### src/hw/rtl/srf_pkg.sv
// srf_pkg: shared types and constants of the singleton relation filter
// used by srf_ctrl, srf_datapath and singleton_relation_filter
`timescale 1ns / 1ps

package srf_pkg;

	// weight table geometry
	localparam int TABLE_DEPTH = 1048576;
	localparam int TBL_AW      = $clog2(TABLE_DEPTH);
	localparam int NZ_W        = $clog2(TABLE_DEPTH + 1);

	// field widths
	localparam int IDX_W    = 20;
	localparam int WEIGHT_W = 8;
	localparam int LIMIT_W  = 21;
	localparam int CNT_W    = 32;
	localparam int NZOUT_W  = 21;
	localparam int IN_TDATA_W  = 24;
	localparam int OUT_TDATA_W = 88;

	localparam logic [WEIGHT_W-1:0] WEIGHT_MAX = 8'd255;

	// configuration register indices
	localparam int CFG_IDX_W = 1;
	localparam logic [CFG_IDX_W-1:0] REG_PASS_MODE = 1'b0;
	localparam logic [CFG_IDX_W-1:0] REG_COL_LIMIT = 1'b1;

	localparam logic [LIMIT_W-1:0] COL_LIMIT_RST = 21'd1048576;

	// controller states
	typedef enum logic [1:0] {
		ST_CLEAR,
		ST_IDLE,
		ST_UPDATE
	} state_t;

	// controller to datapath
	typedef struct packed {
		logic clear_wr;
		logic accept;
		logic update;
	} ctrl_cmd_t;

	// datapath to controller
	typedef struct packed {
		logic clear_last;
		logic emit_stall;
	} dp_status_t;

endpackage

### src/hw/rtl/srf_ctrl.sv
// srf_ctrl: sequencing of the table clearing pass and the per-word
// read-modify-write; depends on srf_pkg
`timescale 1ns / 1ps

module srf_ctrl
	import srf_pkg::*;
(
	input  logic       clk,
	input  logic       arst_n,
	input  logic       s_tvalid,
	output logic       s_tready,
	input  dp_status_t status,
	output ctrl_cmd_t  cmd
);

	state_t state_q;
	state_t state_d;

	// state register
	always_ff @(posedge clk or negedge arst_n) begin
		if (!arst_n) begin
			state_q <= ST_CLEAR;
		end else begin
			state_q <= state_d;
		end
	end

	// next state and commands
	always_comb begin
		state_d  = state_q;
		cmd      = '0;
		s_tready = 1'b0;
		unique case (state_q)
			ST_CLEAR: begin
				cmd.clear_wr = 1'b1;
				if (status.clear_last) begin
					state_d = ST_IDLE;
				end
			end
			ST_IDLE: begin
				s_tready = 1'b1;
				if (s_tvalid) begin
					cmd.accept = 1'b1;
					state_d    = ST_UPDATE;
				end
			end
			ST_UPDATE: begin
				// a finishing word waits for the output slot
				if (!status.emit_stall) begin
					cmd.update = 1'b1;
					state_d    = ST_IDLE;
				end
			end
			default: begin
				state_d = ST_CLEAR;
			end
		endcase
	end

	// no word is taken before the table is clear
	a_no_accept_in_clear: assert property (@(posedge clk) disable iff (!arst_n)
		(state_q == ST_CLEAR) |-> !s_tready)
		else $error("word accepted during clearing pass");

	// an accepted word is always followed by its update phase
	a_accept_then_update: assert property (@(posedge clk) disable iff (!arst_n)
		cmd.accept |=> (state_q == ST_UPDATE))
		else $error("accept not followed by update phase");

	// the clearing pass ends only on its last entry
	a_clear_exit: assert property (@(posedge clk) disable iff (!arst_n)
		(state_q == ST_CLEAR) && !status.clear_last |=> (state_q == ST_CLEAR))
		else $error("clearing pass left early");

endmodule

### config.mk
export PLATFORM = sky130hd
export DESIGN_NAME = srf_ctrl
export DESIGN_NICKNAME = d
export VERILOG_FILES = /design/src/hw/rtl/srf_pkg.sv /design/src/hw/rtl/srf_ctrl.sv
export SDC_FILE = /design/constraint.sdc
export NUM_CORES = 1
export LEC_CHECK = 0
export CORE_AREA = 2 2 39 41
export DETAILED_ROUTE_END_ITERATION = 7
export DIE_AREA = 0 0 41 43
export DONT_BUFFER_PORTS = 1
export PLACE_DENSITY = 0.3
export SYNTH_ARGS = -nofsm -noshare
export SYNTH_HDL_FRONTEND = slang
export SYNTH_SLANG_ARGS = --single-unit
### constraint.sdc
create_clock -name clk -period 1.2 [get_ports clk]
set_input_delay 0.12 -clock clk [delete_from_list [all_inputs] [get_ports clk]]
set_output_delay 0.12 -clock clk [all_outputs]
set_load 0.005 [all_outputs]
==> flow_summary.ini <==
[critical_path]
critPathMaxFanout = 7
start_kind = flop
critPathKind = reg -> out
cp.arrival_ns = 0.98
reg2regPathDepth = 2
r2r-end = state_q[0]
cpMaxStageDelayCell = dfrtp_1
required_ns = 1.08
crit_path_end_kind = output pin
r2r-start = state_q[1]
regToRegSetupSlack_ns = 0.22
critPathMaxStageDelay_ns = 0.41
crit_chain = nor2b_2 -> nor2b_1

[final_layout]
largest_reg_flops = 2
drive_gt1_frac = 0.250
largest_register = state_q
area_growth_pct = 48.9
reg_top3 = state_q: 2 flops
num_antenna_cells = 0
finalNetCount = 23

[sta]
hold_viol_final = 0
maxSlewHeadroom = 0.882
max_freq_mhz = 911
final-setup-viol-count = 0
drv_slew = 0
worstMarginPinSlew_ns = 0.178
rsz0062_at_grt = false
fin_crit_ns = 1.10
fin_hold_ws_ns = 0.0516
finalClockSkew_ns = 0.0000431
final.period_utilization = 0.915
tns_ns = 0

[synth]
synth_commonest_cells = nor2b_1 (4), dfrtp_1 (2)
syn_inst = 12
synth_xor_area_frac = 0
synthDistinctLibCells = 8
syn_area_sq_um = 113
synth-seq-area-share = 0.444
synth_top_area_share = 0.444
yosysTopAreaCell = dfrtp_1
synth_seq_cells = 2
synthesis.nets = 17
avgSynthCellArea_sq_um = 9.38
netlist_top_cells_area = dfrtp_1 (44%), nor2b_1 (22%), and3b_1 (7.8%)
synth.mux.area_fraction = 0
synthArstFlopShare = 1.00
synthMostInstantiatedCell = nor2b_1
synth_top_family_by_area = simple AND/OR/NAND/NOR gates
synth_flop_cell = dfrtp_1
synthAdderAreaFrac = 0
yosys.area_share.simple = 0.367
synth_compound_area_frac = 0.189
synth_warnings = 0
synth_edf_count = 0

[floorplan]
core_sq_um = 1380
row_count = 14
start_util = 0.0814
die_w_um = 41
die_h_um = 43
ios = 9
die-area_sq_um = 1760

[clock_network]
insertion_delay_ns = 0.22
h-tree-depth = 1
cts_buffers = 3
cts_tree = done
clk_path_buf_depth = 2
cts.sinks = 2
post_cts_buffers = 0
clk_pin_slew_ns = 0.03
cts.root.buffer_cell = clkbuf_4

[routing]
wire_per_inst_um = 8.81
wl_met2_um = 94
top_layer = met3
met3_length_um = 70
first_pass_iters = 1
wl_um = 282
route.detailed.drc = 0
num_vias = 105
viasPerCell = 3.28
drtIter0Drc = 0
ant_nets = 0
drt-met1-wl_um = 117

[worst_hold_path]
worstHoldStart = status[0]
hold_path_class = in -> reg
holdPathEnd = state_q[1]
min_delay_path_depth = 2

[placement]
finalWeightedCongestion = 0.427
dp_hpwl_um = 215
port_buffers = 0

[power_and_ir_drop]
leakage_nw = 0.0670
p_per_area_nw_per_um2 = 2490
ir_drop_mv = 0.397

[grt]
grt_first_pass_wirelength_um = 372
grt_use_total = 0.0451
grt_pass1_vias = 94
grt_max_degree = 8
antenna_found_initial = 0
globalRouteOverflowTotal = 0

[flow_run]
cap_violations = 0

[run_status]
outcome = completed
## area by class of cell
| cell class | instances | area, sq um |
|---|---|---|
| flip-flops and latches | 2 | 50.0 |
| clock buffers | 3 | 22.5 |
| multi-input cells | 10 | 65.1 |
| repair buffers | 1 | 10.0 |
| well taps | 16 | 20.0 |
| fillers | 160 | 1220 |
## logic make-up after synthesis
family / after synthesis
flip-flops: 2
AND/OR/NAND/NOR: 7
AO/OA/AOI/OAI: 3
## critical path, delay by kind of cell, from the launching register on
family	cells	cell delay [ns]
DFF	1	0.41
and+or+nand+nor	2	0.35
## repair_timing
action | in CTS | in global routing
endpoints found under the hold margin | 2 | 0
hold buffers | 1 | 0
setup endpoints to repair | 0 | 1
resized for setup | 0 | 1
## worst max path at each step
stage	from	endpoint	slack (ns)	cells past startpoint
global placement	state_q[1]	state_q[0]	0.25	2
global route	state_q[1]	cmd[0]	0.007	2
floorplan	state_q[1]	state_q[0]	0.28	2
CTS	state_q[1]	cmd[0]	0.06	2
detailed placement	state_q[1]	state_q[0]	0.23	2
finish	state_q[1]	cmd[0]	0.10	2
## per-stage QoR
step	std cells	instance area, sq um	power, mW	setup WS (ns)	util
global route	32	168	0.478	0.00665	0.121
CTS	32	165	0.430	0.0597	0.119
finish	32	168	0.417	0.102	0.121
floorplan	12	113	0.238	0.279	-
detailed placement	28	133	0.266	0.229	0.0958
global placement	28	133	0.257	0.253	0.0958
## layer usage
layer,GRT usage,up-vias
li1,-,49
met1,0.0321,45
met2,0.0344,11
met3,0.0785,0
met4,0.0600,0
met5,0,-
## placed cells by master, fill, tap and decap left out
| master | synthesis | layout |
|---|---|---|
| clkbuf_4 | 0 | 3 |
| o31a_1 | 1 | 1 |
| nor2_1 | 1 | 1 |
| and3b_1 | 1 | 1 |
| dfrtp_1 | 2 | 2 |
| dlygate4sd3_1 | 0 | 1 |
| o21ai_0 | 1 | 1 |
| nand2_1 | 1 | 1 |
| o21bai_1 | 1 | 1 |
| nor2b_2 | 0 | 1 |
| nor2b_1 | 4 | 3 |
## power breakdown
part | switching (mW) | internal, mW | total, mW
registers | 0.0480 | 0.101 | 0.149
logic | 0.0543 | 0.0657 | 0.120
clock network | 0.0378 | 0.110 | 0.148
No activity file was read; power rests on OpenSTA's default activity.
